<file path="config.mk">
export PLATFORM = sky130hd
export DESIGN_NAME = longest_wait_task_selector_unit
export DESIGN_NICKNAME = d
export VERILOG_FILES = /design/src/hdl/lwts_pkg.sv /design/src/hdl/lwts_front.sv /design/src/hdl/lwts_queue.sv /design/src/hdl/lwts_engine.sv /design/src/hdl/longest_wait_task_selector_unit.sv
export VERILOG_INCLUDE_DIRS = /design/src /design/src/hdl
export SDC_FILE = /design/constraint.sdc
export NUM_CORES = 1
export LEC_CHECK = 0
export ABC_AREA = 1
export BUFFER_PORTS_ARGS = -buffer_cell sky130_fd_sc_hd__buf_2
export CAP_MARGIN = 15
export CELL_PAD_IN_SITES_DETAIL_PLACEMENT = 0
export CELL_PAD_IN_SITES_GLOBAL_PLACEMENT = 2
export CORE_ASPECT_RATIO = 1.2
export CORE_MARGIN = 1
export CORE_UTILIZATION = 26
export CTS_CLUSTER_SIZE = 40
export DETAILED_ROUTE_END_ITERATION = 8
export PLACE_DENSITY = 0.59
export SKIP_LAST_GASP = 1
export SYNTH_ARGS = -nofsm -noshare
export SYNTH_HDL_FRONTEND = slang
export SYNTH_HIERARCHICAL = 1
export SYNTH_SLANG_ARGS = --single-unit
export TNS_END_PERCENT = 1
</file>
<file path="constraint.sdc">
create_clock -name clk -period 10.5 [get_ports clk]
set_input_delay 1.05 -clock clk [delete_from_list [all_inputs] [get_ports clk]]
set_output_delay 1.05 -clock clk [all_outputs]
set_load 0.05 [all_outputs]
</file>
<file path="src/hdl/assert_macros.svh">
// Assertion macros used by the task selector engine.
`ifndef ASSERT_MACROS_SVH
`define ASSERT_MACROS_SVH

`ifndef SYNTH

// Same-cycle implication, checked outside reset.
`define ASSERT_IMPLIES(label, clk, rst_n, ante, cons) \
    label: assert property (@(posedge clk) disable iff (!rst_n) (ante) |-> (cons)) \
        else $error("same-cycle property violated");

// Next-cycle implication, checked outside reset.
`define ASSERT_NEXT(label, clk, rst_n, ante, cons) \
    label: assert property (@(posedge clk) disable iff (!rst_n) (ante) |=> (cons)) \
        else $error("next-cycle property violated");

`else

`define ASSERT_IMPLIES(label, clk, rst_n, ante, cons)

`define ASSERT_NEXT(label, clk, rst_n, ante, cons)

`endif

`endif

</file>
<file path="src/hdl/lwts_pkg.sv">
// Shared constants, types and helper functions of the longest-wait task selector.
`timescale 1ns / 1ps

package lwts_pkg;

    // Table geometry and field widths.
    localparam int SLOT_COUNT   = 16;
    localparam int ID_WIDTH     = 16;
    localparam int TIME_WIDTH   = 32;
    localparam int SLOT_W       = $clog2(SLOT_COUNT);
    localparam int KIND_W       = 2;
    localparam int STATUS_W     = 2;
    localparam int ID_FIELD_W   = 16;
    localparam int SLOT_FIELD_W = 4;

    // Scan counter end value and last slot index.
    localparam logic [SLOT_W:0]   SLOT_END = (SLOT_W + 1)'(SLOT_COUNT);
    localparam logic [SLOT_W-1:0] LAST_IDX = SLOT_W'(SLOT_COUNT - 1);

    // Queue between the front end and the engine.
    localparam int QUEUE_DEPTH = 2;
    localparam int QPTR_W      = (QUEUE_DEPTH > 1) ? $clog2(QUEUE_DEPTH) : 1;
    localparam int QCNT_W      = $clog2(QUEUE_DEPTH + 1);

    // Request kinds.
    localparam logic [KIND_W-1:0] KIND_ADD    = 2'd0;
    localparam logic [KIND_W-1:0] KIND_REMOVE = 2'd1;
    localparam logic [KIND_W-1:0] KIND_YIELD  = 2'd2;
    localparam logic [KIND_W-1:0] KIND_SELECT = 2'd3;

    // Result status codes.
    localparam logic [STATUS_W-1:0] STATUS_OK       = 2'd0;
    localparam logic [STATUS_W-1:0] STATUS_FULL     = 2'd1;
    localparam logic [STATUS_W-1:0] STATUS_NONE     = 2'd2;
    localparam logic [STATUS_W-1:0] STATUS_NO_MATCH = 2'd3;

    typedef struct packed {
        logic [KIND_W-1:0]     kind;
        logic [ID_WIDTH-1:0]   task_id;
        logic [TIME_WIDTH-1:0] stamp;
    } queue_item_t;

    typedef struct packed {
        logic [ID_WIDTH-1:0]   task_id;
        logic [TIME_WIDTH-1:0] stamp;
    } slot_entry_t;

    // Input id field to internal id width (kept modulo the internal width).
    function automatic logic [ID_WIDTH-1:0] to_int_id(input logic [ID_FIELD_W-1:0] id);
        logic [ID_WIDTH+ID_FIELD_W-1:0] ext;
        ext = {{ID_WIDTH{1'b0}}, id};
        return ext[ID_WIDTH-1:0];
    endfunction

    // Internal id to the output id field.
    function automatic logic [ID_FIELD_W-1:0] to_out_id(input logic [ID_WIDTH-1:0] id);
        logic [ID_WIDTH+ID_FIELD_W-1:0] ext;
        ext = {{ID_FIELD_W{1'b0}}, id};
        return ext[ID_FIELD_W-1:0];
    endfunction

    // Slot index to the output slot field, reported modulo its width.
    function automatic logic [SLOT_FIELD_W-1:0] to_slot_field(input logic [SLOT_W-1:0] s);
        logic [SLOT_W+SLOT_FIELD_W-1:0] ext;
        ext = {{SLOT_FIELD_W{1'b0}}, s};
        return ext[SLOT_FIELD_W-1:0];
    endfunction

endpackage

</file>
<file path="src/hdl/lwts_front.sv">
// Front end: accepts request words, advances the time counter and stamps each request.
`timescale 1ns / 1ps

module lwts_front
(
    input  logic                                clk,
    input  logic                                rst_n,
    input  logic                                in_valid,
    output logic                                in_ready,
    input  logic [lwts_pkg::KIND_W-1:0]         kind,
    input  logic [lwts_pkg::ID_FIELD_W-1:0]     task_id,
    output logic                                push_valid,
    input  logic                                push_ready,
    output lwts_pkg::queue_item_t               push_data
);

    logic [lwts_pkg::TIME_WIDTH-1:0] time_now_reg;
    logic [lwts_pkg::TIME_WIDTH-1:0] time_now_next;
    logic                            accept;

    // Each accepted word sees the time after its own increment.
    assign time_now_next = time_now_reg + lwts_pkg::TIME_WIDTH'(1);
    assign in_ready      = push_ready;
    assign push_valid    = in_valid;
    assign accept        = in_valid && push_ready;

    assign push_data.kind    = kind;
    assign push_data.task_id = lwts_pkg::to_int_id(task_id);
    assign push_data.stamp   = time_now_next;

    always_ff @(posedge clk or negedge rst_n)
    begin
        if (!rst_n)
        begin
            time_now_reg <= '0;
        end
        else if (accept)
        begin
            time_now_reg <= time_now_next;
        end
    end

endmodule

</file>
<file path="src/hdl/lwts_queue.sv">
// Short first-in first-out queue between the front end and the engine.
`timescale 1ns / 1ps

module lwts_queue
(
    input  logic                  clk,
    input  logic                  rst_n,
    input  logic                  push_valid,
    output logic                  push_ready,
    input  lwts_pkg::queue_item_t push_data,
    output logic                  pop_valid,
    input  logic                  pop_ready,
    output lwts_pkg::queue_item_t pop_data
);

    lwts_pkg::queue_item_t            store_reg [lwts_pkg::QUEUE_DEPTH];
    logic [lwts_pkg::QPTR_W-1:0]      wr_ptr_reg;
    logic [lwts_pkg::QPTR_W-1:0]      wr_ptr_next;
    logic [lwts_pkg::QPTR_W-1:0]      rd_ptr_reg;
    logic [lwts_pkg::QPTR_W-1:0]      rd_ptr_next;
    logic [lwts_pkg::QCNT_W-1:0]      count_reg;
    logic [lwts_pkg::QCNT_W-1:0]      count_next;
    logic                             do_push;
    logic                             do_pop;

    assign push_ready = (count_reg != lwts_pkg::QCNT_W'(lwts_pkg::QUEUE_DEPTH));
    assign pop_valid  = (count_reg != '0);
    assign pop_data   = store_reg[rd_ptr_reg];
    assign do_push    = push_valid && push_ready;
    assign do_pop     = pop_valid && pop_ready;

    always_comb
    begin
        wr_ptr_next = wr_ptr_reg;
        rd_ptr_next = rd_ptr_reg;
        count_next  = count_reg;
        if (do_push)
        begin
            if (wr_ptr_reg == lwts_pkg::QPTR_W'(lwts_pkg::QUEUE_DEPTH - 1))
                wr_ptr_next = '0;
            else
                wr_ptr_next = wr_ptr_reg + lwts_pkg::QPTR_W'(1);
        end
        if (do_pop)
        begin
            if (rd_ptr_reg == lwts_pkg::QPTR_W'(lwts_pkg::QUEUE_DEPTH - 1))
                rd_ptr_next = '0;
            else
                rd_ptr_next = rd_ptr_reg + lwts_pkg::QPTR_W'(1);
        end
        if (do_push && !do_pop)
            count_next = count_reg + lwts_pkg::QCNT_W'(1);
        else if (do_pop && !do_push)
            count_next = count_reg - lwts_pkg::QCNT_W'(1);
    end

    always_ff @(posedge clk or negedge rst_n)
    begin
        if (!rst_n)
        begin
            wr_ptr_reg <= '0;
            rd_ptr_reg <= '0;
            count_reg  <= '0;
        end
        else
        begin
            wr_ptr_reg <= wr_ptr_next;
            rd_ptr_reg <= rd_ptr_next;
            count_reg  <= count_next;
        end
    end

    always_ff @(posedge clk)
    begin
        if (do_push)
        begin
            store_reg[wr_ptr_reg] <= push_data;
        end
    end

endmodule

</file>
<file path="src/hdl/lwts_engine.sv">
// Back end: holds the slot table, scans it once per request and drives the result register.
`timescale 1ns / 1ps
`include "assert_macros.svh"

module lwts_engine
(
    input  logic                                  clk,
    input  logic                                  rst_n,
    input  logic                                  pop_valid,
    output logic                                  pop_ready,
    input  lwts_pkg::queue_item_t                 pop_data,
    output logic                                  out_valid,
    input  logic                                  out_ready,
    output logic [lwts_pkg::STATUS_W-1:0]         status,
    output logic [lwts_pkg::ID_FIELD_W-1:0]       chosen_id,
    output logic [lwts_pkg::SLOT_FIELD_W-1:0]     slot_index
);

    localparam logic [1:0] ST_IDLE = 2'd0;
    localparam logic [1:0] ST_SCAN = 2'd1;
    localparam logic [1:0] ST_DONE = 2'd2;

    // Slot memory: task id and stamp; one write port, one registered read port.
    lwts_pkg::slot_entry_t slot_mem [lwts_pkg::SLOT_COUNT];
    lwts_pkg::slot_entry_t rd_data_reg;
    logic                              mem_re;
    logic [lwts_pkg::SLOT_W-1:0]       rd_addr;
    logic                              mem_we;
    logic [lwts_pkg::SLOT_W-1:0]       mem_waddr;
    lwts_pkg::slot_entry_t             mem_wdata;

    logic [1:0]                             state_reg, state_next;
    logic [lwts_pkg::KIND_W-1:0]            op_reg, op_next;
    logic [lwts_pkg::ID_WIDTH-1:0]          id_reg, id_next;
    logic [lwts_pkg::TIME_WIDTH-1:0]        time_reg, time_next;
    logic [lwts_pkg::SLOT_W:0]              cnt_reg, cnt_next;
    logic                                   eval_vld_reg, eval_vld_next;
    logic [lwts_pkg::SLOT_W-1:0]            eval_idx_reg, eval_idx_next;
    logic                                   found_reg, found_next;
    logic [lwts_pkg::SLOT_W-1:0]            pick_reg, pick_next;
    logic [lwts_pkg::TIME_WIDTH-1:0]        best_reg, best_next;
    logic [lwts_pkg::ID_WIDTH-1:0]          best_task_reg, best_task_next;
    logic [lwts_pkg::SLOT_COUNT-1:0]        slot_valid_reg, slot_valid_next;
    logic [lwts_pkg::SLOT_COUNT-1:0]        slot_busy_reg, slot_busy_next;
    logic                                   out_valid_reg, out_valid_next;
    logic [lwts_pkg::STATUS_W-1:0]          out_status_reg, out_status_next;
    logic [lwts_pkg::ID_FIELD_W-1:0]        out_chosen_reg, out_chosen_next;
    logic [lwts_pkg::SLOT_FIELD_W-1:0]      out_slot_reg, out_slot_next;

    logic                                   done_fire;
    logic                                   cur_valid;
    logic                                   cur_busy;
    logic                                   cur_match;
    logic [lwts_pkg::TIME_WIDTH-1:0]        elapsed;

    assign cur_valid = slot_valid_reg[eval_idx_reg];
    assign cur_busy  = slot_busy_reg[eval_idx_reg];
    assign cur_match = cur_valid && (rd_data_reg.task_id == id_reg);
    assign elapsed   = time_reg - rd_data_reg.stamp;

    always_comb
    begin
        state_next      = state_reg;
        op_next         = op_reg;
        id_next         = id_reg;
        time_next       = time_reg;
        cnt_next        = cnt_reg;
        eval_vld_next   = 1'b0;
        eval_idx_next   = cnt_reg[lwts_pkg::SLOT_W-1:0];
        found_next      = found_reg;
        pick_next       = pick_reg;
        best_next       = best_reg;
        best_task_next  = best_task_reg;
        slot_valid_next = slot_valid_reg;
        slot_busy_next  = slot_busy_reg;
        out_valid_next  = out_valid_reg;
        out_status_next = out_status_reg;
        out_chosen_next = out_chosen_reg;
        out_slot_next   = out_slot_reg;
        pop_ready       = 1'b0;
        mem_re          = 1'b0;
        rd_addr         = cnt_reg[lwts_pkg::SLOT_W-1:0];
        mem_we          = 1'b0;
        mem_waddr       = pick_reg;
        mem_wdata       = '{task_id: id_reg, stamp: time_reg};
        done_fire       = 1'b0;

        if (out_valid_reg && out_ready)
            out_valid_next = 1'b0;

        unique case (state_reg)
            ST_IDLE:
            begin
                pop_ready = 1'b1;
                if (pop_valid)
                begin
                    op_next    = pop_data.kind;
                    id_next    = pop_data.task_id;
                    time_next  = pop_data.stamp;
                    cnt_next   = '0;
                    found_next = 1'b0;
                    pick_next  = '0;
                    best_next  = '0;
                    state_next = ST_SCAN;
                end
            end

            ST_SCAN:
            begin
                // Reads are issued one slot a cycle; each is judged the cycle after.
                if (cnt_reg < lwts_pkg::SLOT_END)
                begin
                    mem_re        = 1'b1;
                    cnt_next      = cnt_reg + (lwts_pkg::SLOT_W + 1)'(1);
                    eval_vld_next = 1'b1;
                end
                if (eval_vld_reg)
                begin
                    unique case (op_reg)
                        lwts_pkg::KIND_ADD:
                        begin
                            if (!found_reg && !cur_valid)
                            begin
                                found_next = 1'b1;
                                pick_next  = eval_idx_reg;
                            end
                        end
                        lwts_pkg::KIND_REMOVE:
                        begin
                            if (cur_match)
                            begin
                                if (!found_reg)
                                    pick_next = eval_idx_reg;
                                found_next                    = 1'b1;
                                slot_valid_next[eval_idx_reg] = 1'b0;
                                slot_busy_next[eval_idx_reg]  = 1'b0;
                            end
                        end
                        lwts_pkg::KIND_YIELD:
                        begin
                            if (cur_match && !found_reg)
                            begin
                                found_next = 1'b1;
                                pick_next  = eval_idx_reg;
                            end
                        end
                        lwts_pkg::KIND_SELECT:
                        begin
                            if (cur_valid && !cur_busy && (elapsed > best_reg))
                            begin
                                found_next     = 1'b1;
                                pick_next      = eval_idx_reg;
                                best_next      = elapsed;
                                best_task_next = rd_data_reg.task_id;
                            end
                        end
                        default:
                        begin
                            found_next = found_reg;
                        end
                    endcase
                    if (eval_idx_reg == lwts_pkg::LAST_IDX)
                        state_next = ST_DONE;
                end
            end

            ST_DONE:
            begin
                if (!out_valid_reg || out_ready)
                begin
                    done_fire       = 1'b1;
                    out_valid_next  = 1'b1;
                    out_chosen_next = '0;
                    out_slot_next   = found_reg ? lwts_pkg::to_slot_field(pick_reg) : '0;
                    unique case (op_reg) inside
                        lwts_pkg::KIND_ADD:
                        begin
                            out_status_next = found_reg ? lwts_pkg::STATUS_OK
                                                        : lwts_pkg::STATUS_FULL;
                            if (found_reg)
                            begin
                                slot_valid_next[pick_reg] = 1'b1;
                                slot_busy_next[pick_reg]  = 1'b0;
                                mem_we                    = 1'b1;
                            end
                        end
                        lwts_pkg::KIND_REMOVE, lwts_pkg::KIND_YIELD:
                        begin
                            out_status_next = found_reg ? lwts_pkg::STATUS_OK
                                                        : lwts_pkg::STATUS_NO_MATCH;
                            if (found_reg && (op_reg == lwts_pkg::KIND_YIELD))
                                slot_busy_next[pick_reg] = 1'b0;
                        end
                        lwts_pkg::KIND_SELECT:
                        begin
                            out_status_next = found_reg ? lwts_pkg::STATUS_OK
                                                        : lwts_pkg::STATUS_NONE;
                            if (found_reg)
                            begin
                                slot_busy_next[pick_reg] = 1'b1;
                                mem_we                   = 1'b1;
                                mem_wdata                = '{task_id: best_task_reg,
                                                             stamp: time_reg};
                                out_chosen_next          = lwts_pkg::to_out_id(best_task_reg);
                            end
                        end
                        default:
                        begin
                            out_status_next = lwts_pkg::STATUS_NO_MATCH;
                        end
                    endcase
                    state_next = ST_IDLE;
                end
            end

            default:
            begin
                state_next = ST_IDLE;
            end
        endcase
    end

    always_ff @(posedge clk or negedge rst_n)
    begin
        if (!rst_n)
        begin
            state_reg      <= ST_IDLE;
            cnt_reg        <= '0;
            eval_vld_reg   <= 1'b0;
            found_reg      <= 1'b0;
            slot_valid_reg <= '0;
            slot_busy_reg  <= '0;
            out_valid_reg  <= 1'b0;
        end
        else
        begin
            state_reg      <= state_next;
            cnt_reg        <= cnt_next;
            eval_vld_reg   <= eval_vld_next;
            found_reg      <= found_next;
            slot_valid_reg <= slot_valid_next;
            slot_busy_reg  <= slot_busy_next;
            out_valid_reg  <= out_valid_next;
        end
    end

    // Payload registers carry no reset.
    always_ff @(posedge clk)
    begin
        op_reg         <= op_next;
        id_reg         <= id_next;
        time_reg       <= time_next;
        eval_idx_reg   <= eval_idx_next;
        pick_reg       <= pick_next;
        best_reg       <= best_next;
        best_task_reg  <= best_task_next;
        out_status_reg <= out_status_next;
        out_chosen_reg <= out_chosen_next;
        out_slot_reg   <= out_slot_next;
    end

    always_ff @(posedge clk)
    begin
        if (mem_we)
        begin
            slot_mem[mem_waddr] <= mem_wdata;
        end
        if (mem_re)
        begin
            rd_data_reg <= slot_mem[rd_addr];
        end
    end

    assign out_valid  = out_valid_reg;
    assign status     = out_status_reg;
    assign chosen_id  = out_chosen_reg;
    assign slot_index = out_slot_reg;

    `ASSERT_NEXT(a_add_marks_valid, clk, rst_n, done_fire && (op_reg == lwts_pkg::KIND_ADD) && found_reg, slot_valid_reg[pick_reg] && !slot_busy_reg[pick_reg])
    `ASSERT_NEXT(a_grant_marks_busy, clk, rst_n, done_fire && (op_reg == lwts_pkg::KIND_SELECT) && found_reg, slot_valid_reg[pick_reg] && slot_busy_reg[pick_reg])
    `ASSERT_IMPLIES(a_judge_only_in_scan, clk, rst_n, eval_vld_reg, state_reg == ST_SCAN)
    `ASSERT_IMPLIES(a_failed_result_zero, clk, rst_n, out_valid_reg && (out_status_reg != lwts_pkg::STATUS_OK), (out_slot_reg == '0) && (out_chosen_reg == '0))

endmodule

</file>
<file path="src/hdl/longest_wait_task_selector_unit.sv">
// Top level of the longest-wait task selector: front end, request queue and engine.
`timescale 1ns / 1ps

// Usage notes.
// The block keeps a table of sixteen task slots and answers one request word on the input
// channel (in_valid, in_ready, kind, task_id) with exactly one result word on the output
// channel (out_valid, out_ready, status, chosen_id, slot_index). A word moves on a channel at
// a rising clock edge at which its valid and ready are both high.
// The front end advances the time counter on every accepted word and stamps the word with the
// new time, then places it in a two-entry queue. The engine takes one word at a time and
// walks the whole slot table through the single read port of the slot memory, one slot per
// cycle. A request that reaches the head of the queue, with the engine free, is taken from the
// queue and passes over the sixteen slots (the read is registered, so each slot is
// judged in the cycle after it is read); then, once the output register can take it, the
// table is updated and the result loaded. The engine takes the next word only after that, so
// the pass over the slot memory sets the sustained rate.
// When the receiver stalls, the result is held in the output register, the engine waits with
// its next result, and the queue goes on taking up to two further words.
// Reset (rst_n, asynchronous, active low) empties the queue, clears the time counter, marks
// every slot empty and idle and drops out_valid. No clearing pass is needed: ids and stamps
// are only used from slots marked valid.

module longest_wait_task_selector_unit
(
    input  logic                                  clk,
    input  logic                                  rst_n,
    input  logic                                  in_valid,
    output logic                                  in_ready,
    input  logic [lwts_pkg::KIND_W-1:0]           kind,
    input  logic [lwts_pkg::ID_FIELD_W-1:0]       task_id,
    output logic                                  out_valid,
    input  logic                                  out_ready,
    output logic [lwts_pkg::STATUS_W-1:0]         status,
    output logic [lwts_pkg::ID_FIELD_W-1:0]       chosen_id,
    output logic [lwts_pkg::SLOT_FIELD_W-1:0]     slot_index
);

    // Stamped requests on their way from the front end to the queue.
    logic                  push_valid;
    logic                  push_ready;
    lwts_pkg::queue_item_t push_data;

    // Requests leaving the queue for the engine.
    logic                  pop_valid;
    logic                  pop_ready;
    lwts_pkg::queue_item_t pop_data;

    // Front end: takes input words whenever the queue has room and keeps the time counter.
    lwts_front u_front
    (
        .clk        (clk),
        .rst_n      (rst_n),
        .in_valid   (in_valid),
        .in_ready   (in_ready),
        .kind       (kind),
        .task_id    (task_id),
        .push_valid (push_valid),
        .push_ready (push_ready),
        .push_data  (push_data)
    );

    // The queue lets the front end keep accepting while the engine is busy or stalled.
    lwts_queue u_queue
    (
        .clk        (clk),
        .rst_n      (rst_n),
        .push_valid (push_valid),
        .push_ready (push_ready),
        .push_data  (push_data),
        .pop_valid  (pop_valid),
        .pop_ready  (pop_ready),
        .pop_data   (pop_data)
    );

    // Engine: owns the slot table and the output register.
    lwts_engine u_engine
    (
        .clk        (clk),
        .rst_n      (rst_n),
        .pop_valid  (pop_valid),
        .pop_ready  (pop_ready),
        .pop_data   (pop_data),
        .out_valid  (out_valid),
        .out_ready  (out_ready),
        .status     (status),
        .chosen_id  (chosen_id),
        .slot_index (slot_index)
    );

endmodule
</file>
==> results.md <==
| Step | Item | Reported |
|:---|:---|:---|
| outcome | Outcome | complete, no violations |
| hold path | Hold WC Path Type | primary input to async pin |
| clock network | Resize count post-CTS | 0 |
| clock network | TritonCTS clock tree | yes |
| routing | WL final | 145000 um |
| power | Switching portion of total power | 0.389 |
| synthesis | Average footprint of a synthesized cell | 12.1 um2 |
| routing | Routed wire length per instance | 22.2 um |
| power | P_sw | 6.43 mW |
| placement | Number of buffers added on ports | 45 |
| power | Cell area power density | 303 mW/mm2 |
| power | Share of power burned in registers | 0.411 |
| placement | Final weighted congestion of routability-driven global placement | 0.823 |
| timing | Final-report max-slew violation count | 0 |
| run | Max-cap violations | 0 |
| finish | Most frequent standard cell in the layout excluding fill and tap cells | sky130_fd_sc_hd__edfxtp_1 |
| timing | Final hold violation count | 0 |
| timing | Total negative setup slack | 0 ps |
| finish | Area growth from synthesis to layout | 13.6% |
| critical path | Signal arrival time at the worst endpoint | 5560 ps |
| grt | Total track usage | 0.154 |
| grt | GR Overflow Total | 0 |
| grt | Global route hottest layer | met2 |
| synthesis | Net Count, Synth | 4072 |
| synthesis | Sequential area share after synthesis | 0.694 |
| clock network | Setup bufs post-CTS | 0 |
| power | Standby leakage power | 19.1 nW |
| floorplan | I/O pin count | 46 |
| clock network | CTS clock-pin slew for the worst setup and hold paths | 70 ps |
| floorplan | Width of the chip | 394 um |
| routing | Post-route DRC | 0 |
| grt | Wire length of the first global-routing pass | 211000 um |
| clock network | Hold-fix buffers at CTS | 0 |
| timing | Time the final worst path needs with I/O delays and setup | 5190 ps |
| finish | Layout fillers | 18598 |
| routing | Per-cell via count in the routed design | 4.60 |
| timing | Clk_skew | 28.4 ps |
| timing | Worst Tran Pin Value | 1150 ps |
| power | Proportion of power drawn by combinational gates | 0.344 |
| floorplan | Starting density of the core | 0.262 |
| grt | Antenna violations before repair | 1 |
| power | Int Power | 10.1 mW |
| synthesis | Fraction of registers with async set or reset after synthesis | 0.0695 |
| clock network | Clk sinks | 1122 |
| routing | ANT nets after route | 0 |
| timing | Relative max-transition margin | 0.224 |
| routing | Number of DRC violations after detailed-routing iteration 0 | 1927 |
| synthesis | Library cells used by synthesis | 56 |
| power | Worst-case vdd ir drop | 0.178 mV |
| critical path | Element type at the critical path start | flip-flop |
| routing | Total number of vias | 29988 |
| routing | Pre-Repair DR Iteration Count | 5 |
| clock network | Maximum buffer depth of the clock tree | 3 |
| timing | Share of the cycle needed by the critical path after routing | 0.494 |
| finish | Most used cells in the layout excluding fill and tap cells | sky130_fd_sc_hd__edfxtp_1 (1040), sky130_fd_sc_hd__nand2_1 (703), sky130_fd_sc_hd__nor2_1 (601) |
| grt | Pin count of the biggest net entering global routing | 151 |
| floorplan | Overall die area | 0.186 mm2 |
| clock network | Number of clock buffers inserted by TritonCTS | 112 |
| synthesis | Synthesized netlist cell count | 3979 |
| synthesis | Dominant register cell in the synthesized netlist | sky130_fd_sc_hd__edfxtp_1 |
| grt | Number of global-route vias before repair | 30023 |
| critical path | Required time worst endpoint | 10870 ps |
| timing | Setup repair after global routing missed its margin | no |
| floorplan | Number of rows in the core area | 172 |
| synthesis | Synth Register Bits | 1122 |
| power | Clock Power Share | 0.245 |
| synthesis | Number of warnings printed during yosys synthesis | 6 |
| timing | Final setup fails | 0 |
| placement | Post-DP HPWL | 83800 um |
| clock network | Cell at the root of the clock tree | sky130_fd_sc_hd__clkbuf_16 |
| finish | Proportion of layout cells with a drive suffix above 1 | 0.0989 |
| clock network | H-tree depth | 3 |
| critical path | Kind of end point of the critical path | flip-flop |
| synthesis | Synth Cell Area | 0.0480 mm2 |
| grt | GR met1 Demand/Resource | 0.196 |
| power | Design Power | 16.5 mW |
| grt | GR Util met3 | 0.0157 |
| critical path | Worst setup path class | flip-flop to flip-flop |
| grt | Met2 Use GR | 0.277 |
| floorplan | Floorplan die height | 472 um |
| floorplan | Core region area | 0.183 mm2 |
| synthesis | Number of enable flip-flop cells after synthesis | 1040 |
| finish | Count of nets after finishing | 4087 |
| critical path | Max Fanout on Critical Path | 17 |
| clock network | Insertion delay to the later sink of the worst-skew pair | 740 ps |
| timing | Max Clk Rate | 193 MHz |
| finish | Flip-flop count of the largest register after layout | 768 |
==> path summary, 6_finish.rpt <==
| path | slack [ps] | start | cells past startpoint | end |
|---|---|---|---|---|
| setup / recovery | 5310 | u_engine/time_reg[0] | 24 | u_engine/mem_waddr[2] |
| hold reg to reg | 480 | u_engine/rd_data_reg[33] | 0 | u_engine/best_task_reg[1] |
| setup reg to reg | 5310 | u_engine/time_reg[0] | 24 | u_engine/mem_waddr[2] |
| hold / removal | 230 | rst_n | 1 | u_engine/slot_valid_reg[4] |
| max in group asynchronous | 8970 | rst_n | 2 | u_engine/cnt_reg[2] |
| min in group clk | 480 | u_engine/rd_data_reg[33] | 0 | u_engine/best_task_reg[1] |
==> critical path, cell delays in order, from the launching register on <==
cell and delay, ps:
sky130_fd_sc_hd__edfxtp_1 790, sky130_fd_sc_hd__inv_1 100, sky130_fd_sc_hd__ha_1 250, sky130_fd_sc_hd__fa_1 360, sky130_fd_sc_hd__inv_1 100, sky130_fd_sc_hd__nand3_1 70
sky130_fd_sc_hd__nand2_1 140, sky130_fd_sc_hd__nand2_1 70, sky130_fd_sc_hd__nand2_1 140, sky130_fd_sc_hd__nand4_1 90, sky130_fd_sc_hd__nand2_1 180, sky130_fd_sc_hd__nand2_1 100
sky130_fd_sc_hd__a21oi_1 180, sky130_fd_sc_hd__xor2_1 220, sky130_fd_sc_hd__inv_1 70, sky130_fd_sc_hd__ha_1 270, sky130_fd_sc_hd__nand2_1 60, sky130_fd_sc_hd__nor2_1 130
sky130_fd_sc_hd__nor3b_1 240, sky130_fd_sc_hd__nand2_1 80, sky130_fd_sc_hd__nand2_1 110, sky130_fd_sc_hd__nand2_1 270, sky130_fd_sc_hd__nand3_1 190, sky130_fd_sc_hd__nand2_1 60
sky130_fd_sc_hd__nor3_1 530
==> layer usage <==
layer,vias up,wire [um]
li1,14120,-
met1,15209,63600
met2,515,74100
met3,144,4480
met4,0,2770
met5,-,0
==> synthesized netlist by cell type (all sizes together), types with 20 or more instances <==
library cell     n  area (um2)
ha              70         876
inv            256         971
clkbuf         116         437
nand3          130         651
xnor2           22         193
nor3            20         100
a21oi           75         375
o32ai          110         963
edfxtp        1040       31200
dfrtp           78        1950
nor2           630        2500
mux2i           82         821
o21ai          305        1560
buf             89         619
xor2            33         327
nand2          744        2930
a31oi           21         131
o221ai          83         727
==> cell type report <==
type	instances	area, um2	area share
sequential	1122	33300	0.611
multi-input combinational	2393	12800	0.235
tap	2436	3050	0.0559
clock buffer	141	3040	0.0558
inverter	259	991	0.0182
timing repair buffer	106	711	0.0130
clock inverter	66	626	0.0115
antenna	1	2.50	0.0000459
==> power groups by stage <==
stage | registers (mW) | clock network (mW) | logic [mW]
after floorplan | 6.57 | 0 | 3.99
after global placement | 6.88 | 0 | 5.85
after detailed placement | 6.90 | 0 | 5.80
after CTS | 6.81 | 4.15 | 5.83
after global routing | 6.88 | 4.30 | 6.44
final | 6.79 | 4.04 | 5.68
==> logic make-up (layout without fill, tap and decap cells) <==
group           count (synthesis)  after routing  synth area share
compound gates                629            629            0.0840
xor+xnor                       55             55            0.0108
fa+ha+maj                      71             71            0.0187
buf+inv                       464            572            0.0425
flops                        1122           1122             0.694
mux                            83             83            0.0173
other cells                     0              1                 0
simple gates                 1555           1555             0.133
==> per-stage QoR <==
stage	util	setup slack [ps]	instance area (um2)	hold WS (ps)	std cells
detailed placement	0.277	5260	50800	465	6316
finish	0.298	5310	54500	232	6524
global placement	0.277	5250	50800	452	6316
floorplan	-	4620	48000	369	3979
global route	0.298	4760	54500	253	6524
CTS	0.298	5250	54500	190	6523
(Power assumes the default switching activity.)
